File: config.mk
export PLATFORM = sky130hd
export DESIGN_NAME = lru_page_buffer_tracker
export DESIGN_NICKNAME = d
export VERILOG_FILES = /design/src/rtl/lpbt_pkg.sv /design/src/rtl/lru_page_buffer_tracker.sv /design/src/rtl/lpbt_ram.sv
export SDC_FILE = /design/constraint.sdc
export NUM_CORES = 2
export LEC_CHECK = 0
export ABC_AREA = 1
export BUFFER_PORTS_ARGS = -buffer_cell sky130_fd_sc_hd__buf_4
export CELL_PAD_IN_SITES_DETAIL_PLACEMENT = 0
export CELL_PAD_IN_SITES_GLOBAL_PLACEMENT = 1
export CORE_MARGIN = 8
export CORE_UTILIZATION = 40
export CTS_BUF_LIST = sky130_fd_sc_hd__clkbuf_8
export DETAILED_ROUTE_END_ITERATION = 16
export PLACE_DENSITY = 0.74
export SYNTH_ARGS = -nofsm -noshare
export SYNTH_HDL_FRONTEND = slang
export SYNTH_HIERARCHICAL = 1
export SYNTH_SLANG_ARGS = --single-unit
File: constraint.sdc
create_clock -name clock -period 6.5 [get_ports clock]
set_input_delay 0 -clock clock [delete_from_list [all_inputs] [get_ports clock]]
set_output_delay 0 -clock clock [all_outputs]
set_load 0.03 [all_outputs]
File: src/rtl/lpbt_pkg.sv
package lpbt_pkg;

   // default geometry of the page table
   localparam int LPBT_ENTRIES    = 16;
   localparam int LPBT_ADDR_BITS  = 32;
   localparam int LPBT_STAMP_BITS = 32;

   // page address as it travels on the request and response buses
   localparam int PAGE_BITS = 32;

   // resident limit register
   localparam int                   LIMIT_BITS  = 4;
   localparam logic [LIMIT_BITS-1:0] LIMIT_RESET = 4'd8;

   // access kinds carried in req_tuser
   localparam logic CMD_READ  = 1'b0;
   localparam logic CMD_WRITE = 1'b1;

   // response tdata layout, lowest bit first
   localparam int RSP_HIT_POS     = 0;
   localparam int RSP_EVICTED_POS = 1;
   localparam int RSP_ADDR_LSB    = 2;
   localparam int RSP_DIRTY_POS   = RSP_ADDR_LSB + PAGE_BITS;
   localparam int RSP_BITS        = 40;

endpackage

File: src/rtl/lru_page_buffer_tracker.sv
// channel  | ports                                     | contents (lowest bit first)
// ---------+-------------------------------------------+--------------------------------------
// request  | req_tvalid/req_tready/req_tdata/req_tuser | tdata: page_address; tuser: cmd
// response | rsp_tvalid/rsp_tready/rsp_tdata           | hit, evicted, evicted_address, evicted_dirty
// control  | csr_we/csr_wdata                          | resident_limit
//
// each request is handled from acceptance to the response by a scan and a table update:
// one tag/stamp ram entry per cycle through a single compare unit, each behind its
// registered read; a new request is taken only once the previous one has left the update
// synchronous reset clears valid and dirty flags, resident count and access counter, limit 8
// req_tready is low while a request is in progress; the update cycle waits while the
// response register still holds a result that has not been taken
module lru_page_buffer_tracker #(
   parameter int ENTRIES    = lpbt_pkg::LPBT_ENTRIES,
   parameter int ADDR_BITS  = lpbt_pkg::LPBT_ADDR_BITS,
   parameter int STAMP_BITS = lpbt_pkg::LPBT_STAMP_BITS
) (
   input  logic                            clock,
   input  logic                            reset,
   input  logic                            req_tvalid,
   output logic                            req_tready,
   input  logic [lpbt_pkg::PAGE_BITS-1:0]  req_tdata,   // page_address
   input  logic [0:0]                      req_tuser,   // cmd
   output logic                            rsp_tvalid,
   input  logic                            rsp_tready,
   // hit, evicted, evicted_address, evicted_dirty, zero fill
   output logic [lpbt_pkg::RSP_BITS-1:0]   rsp_tdata,
   input  logic                            csr_we,
   input  logic [lpbt_pkg::LIMIT_BITS-1:0] csr_wdata
);

   import lpbt_pkg::*;

   localparam int IDX_BITS   = (ENTRIES > 1) ? $clog2(ENTRIES) : 1;
   localparam int CNT_BITS   = $clog2(ENTRIES + 1);
   localparam int CMP_BITS   = CNT_BITS + LIMIT_BITS;
   localparam int ENTRY_BITS = STAMP_BITS + ADDR_BITS;

   typedef enum logic [1:0] {
      ST_IDLE,
      ST_SCAN,
      ST_UPDATE
   } state_type;

   state_type                state_ff, state_in;
   logic [LIMIT_BITS-1:0]    limit_ff, limit_in;
   logic [CNT_BITS-1:0]      count_ff, count_in;
   logic [STAMP_BITS-1:0]    counter_ff, counter_in;
   logic [ENTRIES-1:0]       valid_ff, valid_in;
   logic [ENTRIES-1:0]       dirty_ff, dirty_in;
   logic [CNT_BITS-1:0]      scan_ff, scan_in;
   logic [ADDR_BITS-1:0]     addr_ff, addr_in;
   logic                     wr_ff, wr_in;

   logic                     hit_found_ff, hit_found_in;
   logic [IDX_BITS-1:0]      hit_idx_ff, hit_idx_in;
   logic                     free_found_ff, free_found_in;
   logic [IDX_BITS-1:0]      free_idx_ff, free_idx_in;
   logic                     lru_found_ff, lru_found_in;
   logic [IDX_BITS-1:0]      lru_idx_ff, lru_idx_in;
   logic [STAMP_BITS-1:0]    lru_stamp_ff, lru_stamp_in;
   logic [ADDR_BITS-1:0]     lru_tag_ff, lru_tag_in;
   logic                     lru_dirty_ff, lru_dirty_in;

   logic                     rsp_valid_ff, rsp_valid_in;
   logic                     rsp_hit_ff, rsp_hit_in;
   logic                     rsp_evicted_ff, rsp_evicted_in;
   logic [PAGE_BITS-1:0]     rsp_addr_ff, rsp_addr_in;
   logic                     rsp_dirty_ff, rsp_dirty_in;

   logic                     ram_wr_en;
   logic [IDX_BITS-1:0]      ram_wr_addr;
   logic                     ram_rd_en;
   logic [ENTRY_BITS-1:0]    ram_rd_data;

   logic [CNT_BITS-1:0]      proc_cnt;
   logic [IDX_BITS-1:0]      proc_idx;
   logic                     proc_en;
   logic [ADDR_BITS-1:0]     ent_tag;
   logic [STAMP_BITS-1:0]    ent_stamp;
   logic                     ent_valid;
   logic                     ent_older;
   logic                     new_older;
   logic                     over_limit;
   logic                     out_free;
   logic                     req_fire;

   // tag and stamp storage, one entry read per scan cycle
   lpbt_ram #(
      .WIDTH (ENTRY_BITS),
      .DEPTH (ENTRIES)
   ) u_entry_ram (
      .clock   (clock),
      .wr_en   (ram_wr_en),
      .wr_addr (ram_wr_addr),
      .wr_data ({counter_ff, addr_ff}),
      .rd_en   (ram_rd_en),
      .rd_addr (scan_ff[IDX_BITS-1:0]),
      .rd_data (ram_rd_data)
   );

   // entry whose ram data arrives this cycle
   assign proc_cnt  = scan_ff - CNT_BITS'(1);
   assign proc_idx  = proc_cnt[IDX_BITS-1:0];
   assign proc_en   = (state_ff == ST_SCAN) && (scan_ff != '0);
   assign ram_rd_en = (state_ff == ST_SCAN) && (scan_ff < CNT_BITS'(ENTRIES));
   assign ent_tag   = ram_rd_data[ADDR_BITS-1:0];
   assign ent_stamp = ram_rd_data[ENTRY_BITS-1:ADDR_BITS];
   assign ent_valid = valid_ff[proc_idx];

   // stamp compares: older stamp wins, equal stamps go to the lower address
   assign ent_older = !lru_found_ff || (ent_stamp < lru_stamp_ff) ||
                      ((ent_stamp == lru_stamp_ff) && (ent_tag < lru_tag_ff));
   assign new_older = !lru_found_ff || (counter_ff < lru_stamp_ff) ||
                      ((counter_ff == lru_stamp_ff) && (addr_ff < lru_tag_ff));

   assign over_limit = (CMP_BITS'(count_ff) + CMP_BITS'(1)) > CMP_BITS'(limit_ff);
   assign out_free   = !rsp_valid_ff || rsp_tready;
   assign req_tready = (state_ff == ST_IDLE);
   assign req_fire   = req_tvalid && req_tready;

   // sequencer
   always_comb begin
      state_in      = state_ff;
      limit_in      = limit_ff;
      count_in      = count_ff;
      counter_in    = counter_ff;
      valid_in      = valid_ff;
      dirty_in      = dirty_ff;
      scan_in       = scan_ff;
      addr_in       = addr_ff;
      wr_in         = wr_ff;
      hit_found_in  = hit_found_ff;
      hit_idx_in    = hit_idx_ff;
      free_found_in = free_found_ff;
      free_idx_in   = free_idx_ff;
      lru_found_in  = lru_found_ff;
      lru_idx_in    = lru_idx_ff;
      lru_stamp_in  = lru_stamp_ff;
      lru_tag_in    = lru_tag_ff;
      lru_dirty_in  = lru_dirty_ff;
      rsp_valid_in  = rsp_valid_ff && !rsp_tready;
      rsp_hit_in    = rsp_hit_ff;
      rsp_evicted_in = rsp_evicted_ff;
      rsp_addr_in   = rsp_addr_ff;
      rsp_dirty_in  = rsp_dirty_ff;
      ram_wr_en     = 1'b0;
      ram_wr_addr   = lru_idx_ff;

      if (csr_we) begin
         limit_in = csr_wdata;
      end

      unique case (state_ff)
         ST_IDLE: begin
            if (req_fire) begin
               addr_in       = ADDR_BITS'(req_tdata);
               wr_in         = (req_tuser[0] == CMD_WRITE);
               counter_in    = counter_ff + STAMP_BITS'(1);
               scan_in       = '0;
               hit_found_in  = 1'b0;
               free_found_in = 1'b0;
               lru_found_in  = 1'b0;
               state_in      = ST_SCAN;
            end
         end

         ST_SCAN: begin
            scan_in = scan_ff + CNT_BITS'(1);
            if (proc_en) begin
               // first resident match
               if (ent_valid && (ent_tag == addr_ff) && !hit_found_ff) begin
                  hit_found_in = 1'b1;
                  hit_idx_in   = proc_idx;
               end
               // first free entry
               if (!ent_valid && !free_found_ff) begin
                  free_found_in = 1'b1;
                  free_idx_in   = proc_idx;
               end
               // least recently used resident entry
               if (ent_valid && ent_older) begin
                  lru_found_in = 1'b1;
                  lru_idx_in   = proc_idx;
                  lru_stamp_in = ent_stamp;
                  lru_tag_in   = ent_tag;
                  lru_dirty_in = dirty_ff[proc_idx];
               end
            end
            if (scan_ff == CNT_BITS'(ENTRIES)) begin
               state_in = ST_UPDATE;
            end
         end

         ST_UPDATE: begin
            if (out_free) begin
               rsp_valid_in   = 1'b1;
               rsp_hit_in     = 1'b0;
               rsp_evicted_in = 1'b0;
               rsp_addr_in    = '0;
               rsp_dirty_in   = 1'b0;
               state_in       = ST_IDLE;
               priority if (hit_found_ff) begin
                  // refresh stamp, write access sets dirty
                  ram_wr_en            = 1'b1;
                  ram_wr_addr          = hit_idx_ff;
                  dirty_in[hit_idx_ff] = dirty_ff[hit_idx_ff] | wr_ff;
                  rsp_hit_in           = 1'b1;
               end else if (free_found_ff) begin
                  if (!over_limit) begin
                     // fill a free entry
                     ram_wr_en             = 1'b1;
                     ram_wr_addr           = free_idx_ff;
                     valid_in[free_idx_ff] = 1'b1;
                     dirty_in[free_idx_ff] = wr_ff;
                     count_in              = count_ff + CNT_BITS'(1);
                  end else if (new_older) begin
                     // the new page itself is oldest and leaves at once
                     rsp_evicted_in = 1'b1;
                     rsp_addr_in    = PAGE_BITS'(addr_ff);
                     rsp_dirty_in   = wr_ff;
                  end else begin
                     // fill free entry and drop the oldest resident page
                     ram_wr_en             = 1'b1;
                     ram_wr_addr           = free_idx_ff;
                     valid_in[free_idx_ff] = 1'b1;
                     dirty_in[free_idx_ff] = wr_ff;
                     valid_in[lru_idx_ff]  = 1'b0;
                     dirty_in[lru_idx_ff]  = 1'b0;
                     rsp_evicted_in        = 1'b1;
                     rsp_addr_in           = PAGE_BITS'(lru_tag_ff);
                     rsp_dirty_in          = lru_dirty_ff;
                  end
               end else begin
                  // table full: the oldest page gives up its entry
                  ram_wr_en            = 1'b1;
                  ram_wr_addr          = lru_idx_ff;
                  dirty_in[lru_idx_ff] = wr_ff;
                  rsp_evicted_in       = 1'b1;
                  rsp_addr_in          = PAGE_BITS'(lru_tag_ff);
                  rsp_dirty_in         = lru_dirty_ff;
               end
            end
         end

         default: begin
            state_in = ST_IDLE;
         end
      endcase
   end

   // state and registered outputs
   always_ff @(posedge clock) begin
      if (reset) begin
         state_ff     <= ST_IDLE;
         limit_ff     <= LIMIT_RESET;
         count_ff     <= '0;
         counter_ff   <= '0;
         valid_ff     <= '0;
         dirty_ff     <= '0;
         rsp_valid_ff <= 1'b0;
      end else begin
         state_ff     <= state_in;
         limit_ff     <= limit_in;
         count_ff     <= count_in;
         counter_ff   <= counter_in;
         valid_ff     <= valid_in;
         dirty_ff     <= dirty_in;
         rsp_valid_ff <= rsp_valid_in;
      end
      scan_ff        <= scan_in;
      addr_ff        <= addr_in;
      wr_ff          <= wr_in;
      hit_found_ff   <= hit_found_in;
      hit_idx_ff     <= hit_idx_in;
      free_found_ff  <= free_found_in;
      free_idx_ff    <= free_idx_in;
      lru_found_ff   <= lru_found_in;
      lru_idx_ff     <= lru_idx_in;
      lru_stamp_ff   <= lru_stamp_in;
      lru_tag_ff     <= lru_tag_in;
      lru_dirty_ff   <= lru_dirty_in;
      rsp_hit_ff     <= rsp_hit_in;
      rsp_evicted_ff <= rsp_evicted_in;
      rsp_addr_ff    <= rsp_addr_in;
      rsp_dirty_ff   <= rsp_dirty_in;
   end

   // response packing
   assign rsp_tvalid = rsp_valid_ff;
   always_comb begin
      rsp_tdata                                         = '0;
      rsp_tdata[RSP_HIT_POS]                            = rsp_hit_ff;
      rsp_tdata[RSP_EVICTED_POS]                        = rsp_evicted_ff;
      rsp_tdata[RSP_ADDR_LSB +: PAGE_BITS]              = rsp_addr_ff;
      rsp_tdata[RSP_DIRTY_POS]                          = rsp_dirty_ff;
   end

endmodule

File: src/rtl/lpbt_ram.sv
module lpbt_ram #(
   parameter int WIDTH = 8,
   parameter int DEPTH = 16
) (
   input  logic                     clock,
   input  logic                     wr_en,
   input  logic [$clog2(DEPTH)-1:0] wr_addr,
   input  logic [WIDTH-1:0]         wr_data,
   input  logic                     rd_en,
   input  logic [$clog2(DEPTH)-1:0] rd_addr,
   output logic [WIDTH-1:0]         rd_data
);

   logic [WIDTH-1:0] mem_ff [DEPTH];
   logic [WIDTH-1:0] rd_data_ff;

   // one write port, one registered read port
   always_ff @(posedge clock) begin
      if (wr_en) begin
         mem_ff[wr_addr] <= wr_data;
      end
      if (rd_en) begin
         rd_data_ff <= mem_ff[rd_addr];
      end
   end

   assign rd_data = rd_data_ff;

endmodule

# Word-level counts from Yosys, hierarchy flattened
# Memory sizes are Yosys's and may differ from the RTL's. A register that Yosys moved wholly into a read port is not among the register bits.
# Index checks and enable logic that the tools add are counted.
# Widths: inputs -> output; s select.
[word_totals] in_bits=42 mem_bits_rw=1024 ff_bits=229 n_memories=1
[mem_list] memory="u_entry_ram.mem_ff" words=16 word_bits=64 read_ports=1 rd_clocked_by_memory_dff=1 wr=1 line="lpbt_ram.sv:14" rtl="logic [WIDTH-1:0] mem_ff [DEPTH];"
[classes] n_reduce_logical=40 addsub=5 n_eq_ne=15 bitwise_logic=7 n_lt_le_gt_ge=13 n_mux=62
[ops] op="$lt 32x32->1" count=4
[ops] op="$eq 32x32->1" count=3
[ops] op="$mux 16" count=6
[ops] op="$mux 32" count=3
[ops] op="$bwmux 16" count=3
[ops] op="$add 32x1->32 const B" count=1
[ops] op="$and 16x16->16" count=2
[ops] op="$mux 1" count=29
[ops] op="$mux 4" count=6
[ops] op="$lt 4x5->1 const B" count=4
[ops] op="$not 16->16" count=1
[ops] op="$or 16x16->16" count=1
[ops] op="$reduce_and 3->1" count=5
[ops] op="$logic_and 1x1->1" count=13
[ops] op="$bmux 1 s4" count=3
[ops] op="$demux 1 s4" count=3
[ops] op="$ge 4x1->1 const B" count=3
[ops] op="$reduce_and 4->1" count=3
[ops] op="$add 5x1->5 const B" count=2
[ops] op="$ne 2x1->1 const B" count=5
[ops] op="$pmux 5 s2" count=1
[ops] op="$reduce_and 5->1" count=2
[ops] op="$add 5x1->6 const B" count=1
[ops] op="$gt 6x4->1" count=1
[ops] op="19 further kinds" count=37

# Logic depth before layout (Yosys ltp)
[depth] ltp_word=11 mapped_depth=24 ltp_nobuf=24

# Hierarchy
# Netlist, hierarchy kept.
[modules_own_cells] mod="lpbt_ram" seq_area_each_um2=32671.3 cells_per_inst=4212 n_inst=1 area_per_inst_um2=45876.5
[modules_own_cells] mod="lru_page_buffer_tracker" seq_area_each_um2=6115.9 cells_per_inst=1774 n_inst=1 area_per_inst_um2=14306.2

# Worst setup path before layout
# OpenSTA, ideal clock, no wires.
[synth_timing] path_type="flip-flop to flip-flop" from="register state_ff[1]" to="memory u_entry_ram/mem_ff[10][0] (netlist bit) (enable)" path_slack_ps=816 period_less_slack_ps=5684 path_stages_with_launch=10 setup_ps=486 required_time_ps=6014 arrival_ps=5198 path_cell_list="dfxtp_1 > inv_1 > nor2_1 > inv_2 > nor2_2 > inv_2 > a21oi_4 > buf_4 > nand3_1 > nor2_1"
[synth_between] elab_chain_len=4
[synth_rtl] item="start, declared" line="lru_page_buffer_tracker.sv:45" rtl="state_type state_ff, state_in;"
[synth_rtl] item="start signal, assigned" line="lru_page_buffer_tracker.sv:263" rtl="state_ff <= state_in;"
[synth_rtl] item="$eq 2x2->1" line="lru_page_buffer_tracker.sv:154" rtl="unique case (state_ff)"
[synth_rtl] item="$mux 1" line="lru_page_buffer_tracker.sv:154"
[synth_rtl] item="named net ram_wr_en" line="lru_page_buffer_tracker.sv:71" rtl="logic ram_wr_en;"
[synth_rtl] item="$mux 1" line="lpbt_ram.sv:19" rtl="if (wr_en) begin"
[synth_rtl] item="$mux 1 (implied by the code)" line="lpbt_ram.sv:20" rtl="mem_ff[wr_addr] <= wr_data;"
[synth_rtl] item="end, declared" line="lpbt_ram.sv:14"
# The timed path passes the listed nets, and every way through them passes these cells.

# Final worst setup path
[layout_timing] from="register addr_ff[5]" to="memory u_entry_ram/mem_ff[11][27] (netlist bit) (enable)"
[layout_rtl] item="start, declared" line="lru_page_buffer_tracker.sv:52" rtl="logic [ADDR_BITS-1:0] addr_ff, addr_in;"
[layout_rtl] item="start signal, assigned" line="lru_page_buffer_tracker.sv:272" rtl="addr_ff <= addr_in;"
[layout_rtl] item="$lt 32x32->1" line="lru_page_buffer_tracker.sv:115" rtl="((counter_ff == lru_stamp_ff) && (addr_ff < lru_tag_ff));"
[layout_rtl] item="$logic_and 1x1->1" line="lru_page_buffer_tracker.sv:115"
[layout_rtl] item="$logic_or 1x1->1" line="lru_page_buffer_tracker.sv:114" rtl="assign new_older = !lru_found_ff || (counter_ff < lru_stamp_ff) ||"
[layout_rtl] item="$mux 4" line="lru_page_buffer_tracker.sv:217" rtl="end else if (new_older) begin"
[layout_rtl] item="$mux 4" line="lru_page_buffer_tracker.sv:210" rtl="if (!over_limit) begin"
[layout_rtl] item="$mux 4" line="lru_page_buffer_tracker.sv:209" rtl="end else if (free_found_ff) begin"
[layout_rtl] item="$mux 4" line="lru_page_buffer_tracker.sv:203" rtl="priority if (hit_found_ff) begin"
[layout_rtl] item="$mux 4" line="lru_page_buffer_tracker.sv:196" rtl="if (out_free) begin"
[layout_rtl] item="$mux 4" line="lru_page_buffer_tracker.sv:154"
[layout_rtl] item="named net ram_wr_addr[1]" line="lru_page_buffer_tracker.sv:72" rtl="logic [IDX_BITS-1:0] ram_wr_addr;"
# The timed path passes the listed nets, and every way through them passes these cells.

==> tab_implementation.tex <==
\begin{tabular}{lr}
\hline
Metric & Value \\
\hline
\multicolumn{2}{l}{\textbf{Yosys}} \\
Cell types with the largest area share after synthesis & edfxtp\_1 (62\%), nand2\_1 (11\%), nand3\_1 (7.1\%), inv\_1 (6.4\%), ha\_1 (2.8\%) \\
Synth async-reset ratio & 0 \\
Mean cell area of the mapped netlist & 10.1 um2 \\
Synth area leader & edfxtp\_1 \\
Count leader, synth & nand2\_1 \\
Post-synth EDFFs & 1241 \\
Synthesized netlist cell count & 5986 \\
Flip-flop and latch count after synthesis & 1317 \\
Main flop type after synthesis & edfxtp\_1 \\
Top post-synthesis cells by count & nand2\_1 (1720), edfxtp\_1 (1241), inv\_1 (1026) \\
Count of cell types in the netlist & 53 \\
Combined area of all synthesized cells & 0.0602 mm2 \\
Top cell type's share of synthesized area & 0.619 \\
Warnings, synthesis & 6 \\
Share of synthesized area occupied by flip-flops and latches & 0.644 \\
\multicolumn{2}{l}{\textbf{CTS}} \\
Clock Tree Buf Depth & 3 \\
Clock Pin Slew Worst Setup and Hold Paths & 0.06 ns \\
Clock sinks & 1317 \\
Clock tree from TritonCTS & done \\
H-tree depth & 4 \\
Number of post-CTS setup repair buffers & 0 \\
Skew-Pair Late Insertion Delay & 0.92 ns \\
CTS root buffer & clkbuf\_8 \\
Clock buffer count from CTS & 214 \\
\multicolumn{2}{l}{\textbf{Finish}} \\
Syn-to-layout area delta & 12.7\% \\
Fill cells & 14100 \\
Proportion of layout cells with a drive suffix above 1 & 0.0826 \\
Final net count & 6382 \\
Layout Cell Area excl Fill & 0.0678 mm2 \\
Multi-input gate area & 0.0161 mm2 \\
Count of non-filler cells in the finished layout & 8413 \\
Area of all sequential standard cells & 0.0388 mm2 \\
\multicolumn{2}{l}{\textbf{Worst setup path}} \\
Worst path max stage delay & 0.83 ns \\
Critical path fanouts, max & 22 \\
CP max-delay cell & edfxtp\_1 \\
Critical Path End Type & flip-flop \\
CP cell instances & ha\_1 > a21oi\_1 > o21a\_1 > nand2\_1 > nand2\_1 > nand2\_1 > nand2\_1 > nand2\_1 > nand2\_2 > nand2\_1 > buf\_4 > nand2\_1 > nand2\_1 > nand3\_1 > nand2\_1 > nand2\_1 > nand3\_1 > nor2\_4 > buf\_4 \\
CP startpoint kind & flip-flop \\
Worst endpoint required time & 7.05 ns \\
CP Data Arrival Time & 5.68 ns \\
Crit Path Class & reg -> reg \\
Crit-path leading delay family & simple AND/OR/NAND/NOR gates \\
Buffers \& Inverters on Critical Path & 2 \\
Most frequent CP cell & nand2\_1 \\
\multicolumn{2}{l}{\textbf{Global route}} \\
Global routing usage on met3 & 0.0376 \\
Vias in the first global route & 40900 \\
GRT Resource Usage Total & 0.201 \\
Total global routing overflow & 0 \\
Largest net degree at the start of global routing & 207 \\
Antenna violations before repair & 8 \\
GR met2 Demand/Resource & 0.325 \\
Met1 track utilization from global routing & 0.270 \\
Most utilized layer in the global route result & met2 \\
Global-route wire length before repair & 252000 um \\
\multicolumn{2}{l}{\textbf{STA}} \\
Sum of negative setup slack & 0 ns \\
Unrepaired setup endpoints after global routing & no \\
Max Clk Rate & 195 MHz \\
Final critical path time including I/O delays and setup & 5.13 ns \\
Worst slew margin relative to its limit & 0.117 \\
\# setup viols final & 0 \\
Worst-case clock skew & 0.0515 ns \\
Portion of the clock cycle consumed by the worst path in the final layout & 0.789 \\
Post-route worst setup slack & 1.37 ns \\
Pin slew with the least headroom to its limit & 1.32 ns \\
Final hold violation count & 0 \\
Final number of max-transition violations & 0 \\
\multicolumn{2}{l}{\textbf{Route}} \\
Routed vias/inst & 5.01 \\
Average wire length per cell after detail routing & 19.9 um \\
Post-route DRC violation count & 0 \\
Count of nets left with antenna violations after detail routing & 0 \\
First-iteration detailed-routing DRC count & 3743 \\
First-pass detailed-route iteration total & 5 \\
Total wire length after detailed routing & 168000 um \\
Total number of vias & 42200 \\
\multicolumn{2}{l}{\textbf{Place}} \\
Post-DP HPWL & 90600 um \\
Total of buffers placed on input and output ports & 78 \\
RD Place Congestion & 0.821 \\
Number of instances in the placed design & 7925 \\
Post-DP Area & 0.0628 mm2 \\
Place WS & 1.47 ns \\
\multicolumn{2}{l}{\textbf{Die}} \\
Initial core utilization & 0.402 \\
Die H & 404 um \\
Die boundary width & 404 um \\
CORE AREA & 0.150 mm2 \\
Io pins & 84 \\
Std-Cell Rows & 142 \\
Die area & 0.163 mm2 \\
\multicolumn{2}{l}{\textbf{Power}} \\
Pwr/cell area & 294 mW/mm2 \\
Peak supply drop & 194 uV \\
Static Leakage & 28.4 nW \\
\multicolumn{2}{l}{\textbf{Job}} \\
Reported max-cap violation count & 0 \\
\multicolumn{2}{l}{\textbf{Worst hold path}} \\
Class of the tightest hold or removal check & in -> reg \\
\multicolumn{2}{l}{\textbf{Status}} \\
Status & complete, no violations \\
\hline
\end{tabular}
[cells by family (layout without fill, tap and decap cells)]
| group | count (synthesis) | in the layout | share of synthesized area |
|---|---|---|---|
| compound gates | 359 | 359 | 0.0335 |
| xor+xnor | 20 | 20 | 0.00291 |
| fa+ha+maj | 135 | 135 | 0.0281 |
| buf+inv | 1306 | 1708 | 0.0911 |
| flops | 1317 | 1317 | 0.644 |
| other cells | 1 | 10 | 0.0000623 |
| simple gates | 2848 | 2848 | 0.200 |
[power by group]
part           internal, mW  switching [mW]  total, mW
registers              9.54           0.171       9.71
logic                 0.876            2.27       3.15
clock network          3.68            3.38       7.07
total                  14.1            5.83       19.9
[repair_timing]
action,CTS,global route
gates resized for setup,0,0
hold endpoints to repair,76,0
hold buffers,80,0
endpoints found under the setup margin,0,0
[layer usage]
metal | vias to the layer above | share of wire
met1 | 20200 | 0.43
met5 | - | 0.000078
met2 | 1519 | 0.46
li1 | 20100 | -
met3 | 321 | 0.073
met4 | 2 | 0.033
[per-stage QoR]
stage	power, mW	hold WS, ns	utilization
floorplan	12.0	0.0989	-
global placement	13.0	0.181	0.420
detailed placement	13.0	0.180	0.420
CTS	20.1	0.107	0.453
global route	20.8	0.147	0.453
finish	19.9	0.196	0.453
[cell type report]
class	count	area share
timing repair buffer	260	0.0332
clock inverter	169	0.0146
clock buffer	234	0.0475
tap	2016	0.0372
antenna	5	0.000185
multi-input combinational	3367	0.237
sequential	1317	0.572
inverter	1045	0.0584
[sequential cells by signal (all words and copies together), names as in the netlist, 4 cells and up]
register             flops
lru_idx_ff               4
limit_ff                 4
hit_idx_ff               4
lru_tag_ff              32
count_ff                 5
counter_ff              32
u_entry_ram/mem_ff    1024
u_entry_ram/rd_data     64
dirty_ff                16
rsp_addr_ff             32
scan_ff                  5
free_idx_ff              4
valid_ff                16
addr_ff                 32
lru_stamp_ff            32
[worst paths after layout]
path	end	depth (start not counted)	start	slack, ns
setup / recovery	u_entry_ram/mem_ff[11][27]	19	addr_ff[5]	1.37
hold / removal	state_ff[1]	6	req_tvalid	0.20
hold reg to reg	valid_ff[3]	2	valid_ff[3]	0.45
setup reg to reg	u_entry_ram/mem_ff[11][27]	19	addr_ff[5]	1.37
[worst register-to-register path, stage by stage (launching register included)]
cell and delay (ns):
edfxtp_1 0.83, ha_1 0.37, a21oi_1 0.14, o21a_1 0.12, nand2_1 0.10, nand2_1 0.08, nand2_1 0.22, nand2_1 0.31
nand2_1 0.11, nand2_2 0.12, nand2_1 0.06, buf_4 0.23, nand2_1 0.14, nand2_1 0.07, nand3_1 0.07, nand2_1 0.07
nand2_1 0.12, nand3_1 0.33, nor2_4 0.84, buf_4 0.45
[placed cells by master (no fill, tap or decap), drive strengths merged, types with 18 or more instances in the layout]
cell type / count
ha: 135
dfxtp: 76
clkinv: 72
buf: 180
dlygate4sd3: 80
edfxtp: 1241
nor2: 202
nand4: 24
nand2: 1727
o2111ai: 18
nand3: 857
clkbuf: 234
inv: 1131
nor3: 21
o21ai: 159
a21oi: 125
Note: power is estimated with default switching activity, not from simulation.
